$ cat src/rtl/mcte_pkg.sv
// Shared types, constants and control structs for the timer expiry block.
`timescale 1ns / 1ps
package mcte_pkg;

  localparam int NUM_SLOTS_DEF = 16;
  localparam int MAX_RES       = 16;
  localparam int RES_W         = $clog2(MAX_RES);
  localparam int TIME_W        = 48;
  localparam int PER_W         = 32;
  localparam int VAL_W         = 32;

  // Function codes
  localparam logic [1:0] FUNC_TICK   = 2'd0;
  localparam logic [1:0] FUNC_ARM    = 2'd1;
  localparam logic [1:0] FUNC_DISARM = 2'd2;

  typedef struct packed {
    logic [1:0]              func;
    logic [3:0]              slot;
    logic signed [VAL_W-1:0] delay;
    logic signed [PER_W-1:0] period;
    logic [VAL_W-1:0]        elapsed;
  } in_t;

  typedef struct packed {
    logic              fired;
    logic [3:0]        fired_slot;
    logic [TIME_W-1:0] now;
    logic [TIME_W-1:0] next_deadline;
    logic              last;
  } out_t;

  // Controller to datapath
  typedef struct packed {
    logic start;  // input transfer this cycle
    logic arm;    // apply arm / disarm from held item
    logic scan;   // read next slot, advance scan pointer
    logic emit;   // load next result into output register
  } cmd_t;

  // Datapath to controller
  typedef struct packed {
    logic in_tick;    // incoming item is a tick
    logic last_slot;  // scan pointer sits on the final slot
    logic out_free;   // output register can take a result
    logic emit_last;  // next emitted result is the final one
  } sts_t;

endpackage

$ cat src/rtl/mcte_ctrl.sv
// Sequencer: accept, arm/disarm, slot scan, drain and result emission.
`timescale 1ns / 1ps
module mcte_ctrl import mcte_pkg::*; (
  input  logic clk,
  input  logic rst_n,
  input  logic in_valid,
  output logic in_ready,
  input  sts_t sts,
  output cmd_t cmd
);

  typedef enum logic [2:0] {
    S_IDLE,
    S_ARM,
    S_SCAN,
    S_DRAIN,
    S_EMIT
  } state_t;

  state_t state_r;
  logic   in_ready_r;

  assign in_ready = in_ready_r;

  always_comb begin
    cmd       = '0;
    cmd.start = in_valid && in_ready_r;
    cmd.arm   = (state_r == S_ARM);
    cmd.scan  = (state_r == S_SCAN);
    cmd.emit  = (state_r == S_EMIT) && sts.out_free;
  end

  always_ff @(posedge clk) begin
    if (!rst_n) begin
      state_r    <= S_IDLE;
      in_ready_r <= 1'b1;
    end else begin
      unique case (state_r)
        S_IDLE: begin
          if (in_valid && in_ready_r) begin
            in_ready_r <= 1'b0;
            state_r    <= sts.in_tick ? S_SCAN : S_ARM;
          end
        end
        S_ARM:   state_r <= S_EMIT;
        S_SCAN: begin
          if (sts.last_slot) state_r <= S_DRAIN;
        end
        S_DRAIN: state_r <= S_EMIT;
        S_EMIT: begin
          if (sts.out_free && sts.emit_last) begin
            state_r    <= S_IDLE;
            in_ready_r <= 1'b1;
          end
        end
        default: state_r <= S_IDLE;
      endcase
    end
  end

endmodule

$ cat src/rtl/mcte_dp.sv
// Datapath: time counter, slot memory, scan stage, fire list and output register.
`timescale 1ns / 1ps
module mcte_dp import mcte_pkg::*; #(
  parameter int NUM_SLOTS = NUM_SLOTS_DEF
) (
  input  logic clk,
  input  logic rst_n,
  input  in_t  in_data,
  input  cmd_t cmd,
  output sts_t sts,
  input  logic out_ready,
  output logic out_valid,
  output out_t out_data
);

  localparam int SLOT_W = (NUM_SLOTS > 1) ? $clog2(NUM_SLOTS) : 1;

  typedef struct packed {
    logic [TIME_W-1:0] deadline;
    logic [PER_W-1:0]  period;
  } ent_t;

  in_t               hold_r;
  logic [TIME_W-1:0] now_r;
  logic [TIME_W-1:0] earliest_r;
  logic [NUM_SLOTS-1:0] vld_r;
  ent_t              mem [NUM_SLOTS];
  ent_t              rd_ent_r;
  logic              rd_vld_r;
  logic [SLOT_W-1:0] rd_ptr_r;
  logic [SLOT_W-1:0] proc_idx_r;
  logic              proc_r;
  logic [3:0]        fire_r [MAX_RES];
  logic [RES_W:0]    fire_cnt_r;
  logic [RES_W-1:0]  emit_ptr_r;
  logic              out_valid_r;
  out_t              out_data_r;

  // Scan stage
  logic [TIME_W-1:0] d;
  logic [PER_W-1:0]  p;
  logic [TIME_W-1:0] reload;
  logic              armed;
  logic              expired;
  logic              periodic;

  // Arm path
  logic              slot_ok;
  logic [SLOT_W-1:0] slot_idx;
  logic              positive;
  logic              is_arm;
  logic              is_disarm;
  logic [TIME_W-1:0] arm_dl;
  logic [PER_W-1:0]  arm_per;

  // Memory write port
  logic              we;
  logic [SLOT_W-1:0] wa;
  ent_t              wd;

  always_comb begin
    d        = rd_vld_r ? rd_ent_r.deadline : '0;
    p        = rd_vld_r ? rd_ent_r.period : '0;
    armed    = (d != '0);
    expired  = armed && (d < now_r);
    reload   = d + TIME_W'(p);
    periodic = (p != '0);

    slot_ok   = (9'(hold_r.slot) < 9'(NUM_SLOTS));
    slot_idx  = SLOT_W'(hold_r.slot);
    positive  = !hold_r.delay[VAL_W-1] && (hold_r.delay != '0);
    is_arm    = cmd.arm && (hold_r.func == FUNC_ARM) && slot_ok;
    is_disarm = cmd.arm && (hold_r.func == FUNC_DISARM) && slot_ok;
    arm_dl    = now_r + TIME_W'($unsigned(hold_r.delay));
    arm_per   = hold_r.period[PER_W-1] ? '0 : $unsigned(hold_r.period);

    we = 1'b0;
    wa = proc_idx_r;
    wd = '{deadline: reload, period: p};
    priority if (is_arm && positive) begin
      we = 1'b1;
      wa = slot_idx;
      wd = '{deadline: arm_dl, period: arm_per};
    end else if (proc_r && expired && periodic) begin
      we = 1'b1;
    end
  end

  // Slot memory, registered read
  always_ff @(posedge clk) begin
    if (we) mem[wa] <= wd;
    if (cmd.scan) begin
      rd_ent_r <= mem[rd_ptr_r];
      rd_vld_r <= vld_r[rd_ptr_r];
    end
  end

  // Valid bits: a cleared bit reads as a disarmed slot
  always_ff @(posedge clk) begin
    if (!rst_n) begin
      vld_r <= '0;
    end else begin
      if (is_arm)    vld_r[slot_idx] <= positive;
      if (is_disarm) vld_r[slot_idx] <= 1'b0;
      if (proc_r && expired && !periodic) vld_r[proc_idx_r] <= 1'b0;
    end
  end

  always_ff @(posedge clk) begin
    if (cmd.start) hold_r <= in_data;
    if (cmd.scan) proc_idx_r <= rd_ptr_r;
    if (proc_r && expired && (fire_cnt_r < (RES_W+1)'(MAX_RES)))
      fire_r[fire_cnt_r[RES_W-1:0]] <= 4'(proc_idx_r);
    if (cmd.emit) begin
      out_data_r.fired         <= (fire_cnt_r != '0);
      out_data_r.fired_slot    <= (fire_cnt_r != '0) ? fire_r[emit_ptr_r] : '0;
      out_data_r.now           <= now_r;
      out_data_r.next_deadline <= earliest_r;
      out_data_r.last          <= sts.emit_last;
    end
  end

  always_ff @(posedge clk) begin
    if (!rst_n) begin
      now_r       <= '0;
      earliest_r  <= '1;
      rd_ptr_r    <= '0;
      proc_r      <= 1'b0;
      fire_cnt_r  <= '0;
      emit_ptr_r  <= '0;
      out_valid_r <= 1'b0;
    end else begin
      proc_r <= cmd.scan;
      if (cmd.start) begin
        rd_ptr_r   <= '0;
        fire_cnt_r <= '0;
        emit_ptr_r <= '0;
        if (in_data.func == FUNC_TICK) begin
          now_r      <= now_r + TIME_W'(in_data.elapsed);
          earliest_r <= '1;
        end
      end
      if (cmd.scan) rd_ptr_r <= rd_ptr_r + SLOT_W'(1);
      if (is_arm && positive && (arm_dl != '0) && (arm_dl < earliest_r))
        earliest_r <= arm_dl;
      if (proc_r) begin
        if (expired) begin
          if (fire_cnt_r < (RES_W+1)'(MAX_RES)) fire_cnt_r <= fire_cnt_r + 1'b1;
          if (periodic && (reload != '0) && (reload < earliest_r))
            earliest_r <= reload;
        end else if (armed && (d < earliest_r)) begin
          earliest_r <= d;
        end
      end
      if (cmd.emit) begin
        emit_ptr_r  <= emit_ptr_r + 1'b1;
        out_valid_r <= 1'b1;
      end else if (out_ready) begin
        out_valid_r <= 1'b0;
      end
    end
  end

  always_comb begin
    sts.in_tick   = (in_data.func == FUNC_TICK);
    sts.last_slot = (rd_ptr_r == SLOT_W'(NUM_SLOTS - 1));
    sts.out_free  = !out_valid_r || out_ready;
    sts.emit_last = (fire_cnt_r == '0) ||
                    ({1'b0, emit_ptr_r} == fire_cnt_r - (RES_W+1)'(1));
  end

  assign out_valid = out_valid_r;
  assign out_data  = out_data_r;

endmodule

$ cat src/rtl/multi_channel_timer_expiry_top.sv
// Top level of the multi-slot timer table with monotonic time counter.
//
// Usage:
//   in_*  : one item per transfer. func selects tick, arm or disarm. A tick
//           adds elapsed to the 48-bit time and scans every slot; each armed
//           slot whose deadline lies below the new time is reported.
//   out_* : results in order. Arm, disarm and a quiet tick give one result
//           with fired low; a tick gives one result per expired slot (up to
//           16). last marks the final result of an item. All results of one
//           item carry the same now and next_deadline.
// Flow:
//   arm, disarm: the held item is applied in the arm state, then its result
//   is emitted. tick: one slot read per cycle in the scan state, a drain
//   state, then one result per cycle while out_ready does not stall.
//   One item in flight; in_ready returns once the final result is loaded
//   into the output register, so the next item can enter while it waits.
// Reset: rst_n (sync) clears time, marks all slots disarmed via valid bits
//   and sets next deadline to all ones; no clearing pass is needed.
// Stall: out_valid and out_data hold while out_ready is low; the
//   sequencer waits and no result is lost.
`timescale 1ns / 1ps
module multi_channel_timer_expiry_top import mcte_pkg::*; #(
  parameter int NUM_SLOTS = NUM_SLOTS_DEF
) (
  input  logic clk,
  input  logic rst_n,
  input  logic in_valid,
  output logic in_ready,
  input  in_t  in_data,
  output logic out_valid,
  input  logic out_ready,
  output out_t out_data
);

  cmd_t cmd;
  sts_t sts;

  // Sequencer: owns the item flow and handshake on the input side
  mcte_ctrl u_ctrl (
    .clk      (clk),
    .rst_n    (rst_n),
    .in_valid (in_valid),
    .in_ready (in_ready),
    .sts      (sts),
    .cmd      (cmd)
  );

  // Datapath: timer state, scan stage and output register
  mcte_dp #(
    .NUM_SLOTS (NUM_SLOTS)
  ) u_dp (
    .clk       (clk),
    .rst_n     (rst_n),
    .in_data   (in_data),
    .cmd       (cmd),
    .sts       (sts),
    .out_ready (out_ready),
    .out_valid (out_valid),
    .out_data  (out_data)
  );

endmodule

$ cat config.mk
export PLATFORM = sky130hd
export DESIGN_NAME = multi_channel_timer_expiry_top
export DESIGN_NICKNAME = d
export VERILOG_FILES = /design/src/rtl/mcte_pkg.sv /design/src/rtl/mcte_ctrl.sv /design/src/rtl/mcte_dp.sv /design/src/rtl/multi_channel_timer_expiry_top.sv
export SDC_FILE = /design/constraint.sdc
export NUM_CORES = 2
export LEC_CHECK = 0
export ABC_AREA = 1
export BUFFER_PORTS_ARGS = -buffer_cell sky130_fd_sc_hd__buf_2
export CAP_MARGIN = 15
export CORE_MARGIN = 10
export CORE_UTILIZATION = 40
export DETAILED_ROUTE_END_ITERATION = 7
export SYNTH_ARGS = -nofsm -noshare
export SYNTH_HDL_FRONTEND = slang
export SYNTH_SLANG_ARGS = --single-unit
export TNS_END_PERCENT = 20
$ cat constraint.sdc
create_clock -name clk -period 17.02 [get_ports clk]
set_input_delay 0.851 -clock clk [delete_from_list [all_inputs] [get_ports clk]]
set_output_delay 0.851 -clock clk [all_outputs]
set_load 0.01 [all_outputs]
==> impl_results.md <==
* Status: finished clean
* Worst-path clk slew at 0.06 ns
* Clock Tree Buf Depth at 3
* Max FO, Critical Path at 64
* Fmax achieved at 0.137 GHz
* First-pass GRT wire length at 388 mm
* Share of the synthesized area in the top cell type at 57.7%
* WL/cell at 24.1 um
* Via count at 60600
* Worst Skew at 0.0784 ns
* Starting Density at 40.2%
* Fin. Hold Viols at 0
* Max-slew headroom at 20.8%
* Mean post-synth cell area at 10.6 um2
* Initial DRC Count at 6517
* Vias in the first global route at 57600
* Post-Syn Area at 83300 um2
* Max IR drop VDD at 0.000112 V
* Internal power at 7350 uW
* Mapped Nets at 8281
* CTS tree: done
* Top post-synthesis cells by area: edfxtp_1 58%, nand2_1 5.9%, ha_1 4.2%
* Synth area leader: edfxtp_1
* Total GRT Usage at 22.4%
* Largest net degree at the start of global routing at 204
* Hold Buf Count CTS at 0
* CTS sink count at 1732
* # H-tree levels at 4
* Switching power of the nets at 2600 uW
* EDFF count, synth at 1601
* Synth async-reset ratio at 0%
* Routed Antenna Nets at 0
* HP Class: in -> reg
* Final setup viols at 0
* Comb pwr share at 11.6%
* CP startpoint kind: flip-flop
* Netlist cell types at 64
* TNS Setup at 0 ns
* Final nets at 8465
* Worst EP required at 17.47 ns
* Chip width at 476 um
* Root Buffer: clkbuf_16
* Mapped Cells at 7894
* DRC at 0
* Cell Chain, Critical Path: buf_4 -> buf_4 -> nand2_1 -> inv_1 -> ha_1 -> nand2_1 -> a21oi_1 -> o21ai_0 -> a21oi_1 -> a2111oi_0 -> a21o_1 -> nand3_4 -> nor2_2 -> inv_1 -> o21ai_1 -> nand3_1 -> nor2_4 -> buf_4
* DIE HEIGHT at 476 um
* Post-cts resize count at 0
* Die area at 227000 um2
* # Post-CTS Setup Buffers at 0
* Fin crit share at 42.9%
* Post-synthesis register bit count at 1732
* Router iterations before antenna repair at 6
* Multi-input logic area at 27800 um2
* Routability cong. at 0.990
* Remaining global-route overflow at 0
* Most frequent CP cell: buf_4
* Initial antenna violation count at 12
* Tmin final at 7.30 ns
* Fillers at 19100
* Flop pwr share at 48.8%
* Via-to-Cell Ratio at 5.50
* Largest stage delay on the critical path at 0.90 ns
* Top-Level Pins at 210
* Area Overhead vs Synth at 12.5%
* Seq/Total Area, Yosys at 60.9%
* Clk pwr share at 39.6%
* R2R cell count at 18
* Worst Tran Pin Value at 1.18 ns
* Cell Pwr Density at 106 nW/um2
* Warnings from Yosys at 0
* Wirelength, routed at 265 mm
* Most frequent cells in the layout: 1601 x edfxtp_1, 1315 x nand2_1, 909 x inv_1
* Register Area at 50700 um2
* CP Class: reg -> reg
* Num CTS Buffers at 181
* Max_cap viols at 0
* Final worst-path setup slack at 9.72 ns
* Core area at 207000 um2
* Slew Viols, Final at 0
* CP endpoint kind: flip-flop
* DP HPWL at 181 mm
* Leak at 0.0358 uW
* Switching fraction of total power at 26.1%
* Share of cells above drive strength 1 at 8.95%
* Worst hold path depth at 1
* Slowest CP cell: nor2_4
* Clk Latency, worst-skew pair at 0.87 ns
* Commonest non-fill, non-tap cell in the layout: edfxtp_1
* Arrival @ worst endpoint at 7.75 ns
* PortBufs at 209
* Main synth FF type: edfxtp_1
* Place WS at 9.67 ns
* Rows at 167
* RSZ-0062 raised after global routing: no
final cells by class:
class / count / share of cell area [%]
Clock buffer: 227 / 5.07
Antenna cell: 3 / 0.00801
Multi-Input combinational cell: 4859 / 29.6
Inverter: 941 / 3.79
Tap cell: 2788 / 3.72
Sequential cell: 1732 / 54.1
Clock inverter: 109 / 1.22
Timing Repair Buffer: 363 / 2.46
sequential cells by signal, summed over array words and instances (netlist names), 3 cells and up:
register         flops
u_dp.out_data      102
u_dp.vld_r          16
u_ctrl.state_r       3
u_dp.proc_idx_r      4
u_dp.rd_ptr_r        4
u_dp.now_r          48
u_dp.fire_cnt_r      5
u_dp.fire_r         64
u_dp.rd_ent_r       80
u_dp.slot_idx        4
u_dp.earliest_r     48
u_dp.hold_r         66
u_dp.emit_ptr_r      4
u_dp.mem          1280
Yosys cell counts, types with 24 or more instances:
cell	number
dfxtp_1	131
nand4_1	62
clkbuf_1	272
buf_2	26
nor3_1	55
mux2i_1	320
o21ai_0	651
edfxtp_1	1601
o221ai_1	24
ha_1	279
o211ai_1	328
inv_2	24
nand3_1	437
a21oi_1	620
nor2_1	484
nand3b_1	31
xor2_1	34
buf_1	46
inv_1	912
nand2_1	1316
critical path, delay by kind of cell, from the launching register on:
kind | cells | cell delay, ns
flops | 1 | 0.33
simple gates | 6 | 2.42
fa+ha+maj | 1 | 0.26
compound gates | 6 | 1.29
buf+inv | 5 | 2.35
power groups by stage:
stage | clock network, uW | logic (uW) | registers, uW
finish | 3940 | 1150 | 4850
global route | 4170 | 1270 | 4860
CTS | 4000 | 1140 | 4850
detailed placement | 0 | 1130 | 4940
global placement | 0 | 1120 | 4940
floorplan | 0 | 715 | 4930
metal layers:
layer | vias to the layer above | share of wire (%) | track usage, %
met5 | - | 0.0049 | 0
met4 | 2 | 3.3 | 7.10
met3 | 403 | 6.6 | 3.28
met2 | 2307 | 45 | 35.3
met1 | 29700 | 45 | 31.9
li1 | 28200 | - | -
worst paths after layout:
check	start	to	slack, ns
worst max-delay path	u_dp.rd_vld_r	u_dp.mem[13][2]	9.72
worst min-delay path	in_data[53]	u_dp.hold_r[53]	0.17
worst max register to register	u_dp.rd_vld_r	u_dp.mem[13][2]	9.72
worst min register to register	u_dp.earliest_r[8]	u_dp.out_data[9]	0.46
kinds of logic after synthesis:
group | share of synthesized area (%)
buf+inv | 6.05
flops | 60.9
simple gates | 12.5
compound gates | 11.9
xor+xnor | 0.515
fa+ha+maj | 4.24
mux | 3.85
stage by stage:
| stage | total power, uW | hold WS (ns) | util (%) | cell area [um2] | std cells |
|---|---|---|---|---|---|
| global route | 10300 | 0.119 | 45.3 | 93700 | 11000 |
| detailed placement | 6070 | 0.449 | 42.4 | 87800 | 10700 |
| global placement | 6060 | 0.443 | 42.3 | 87700 | 10700 |
| floorplan | 5650 | 0.406 | - | 83300 | 7894 |
| CTS | 9990 | 0.0987 | 45.2 | 93700 | 11000 |
| finish | 9950 | 0.167 | 45.3 | 93700 | 11000 |
Note: power is estimated with default switching activity, not from simulation.
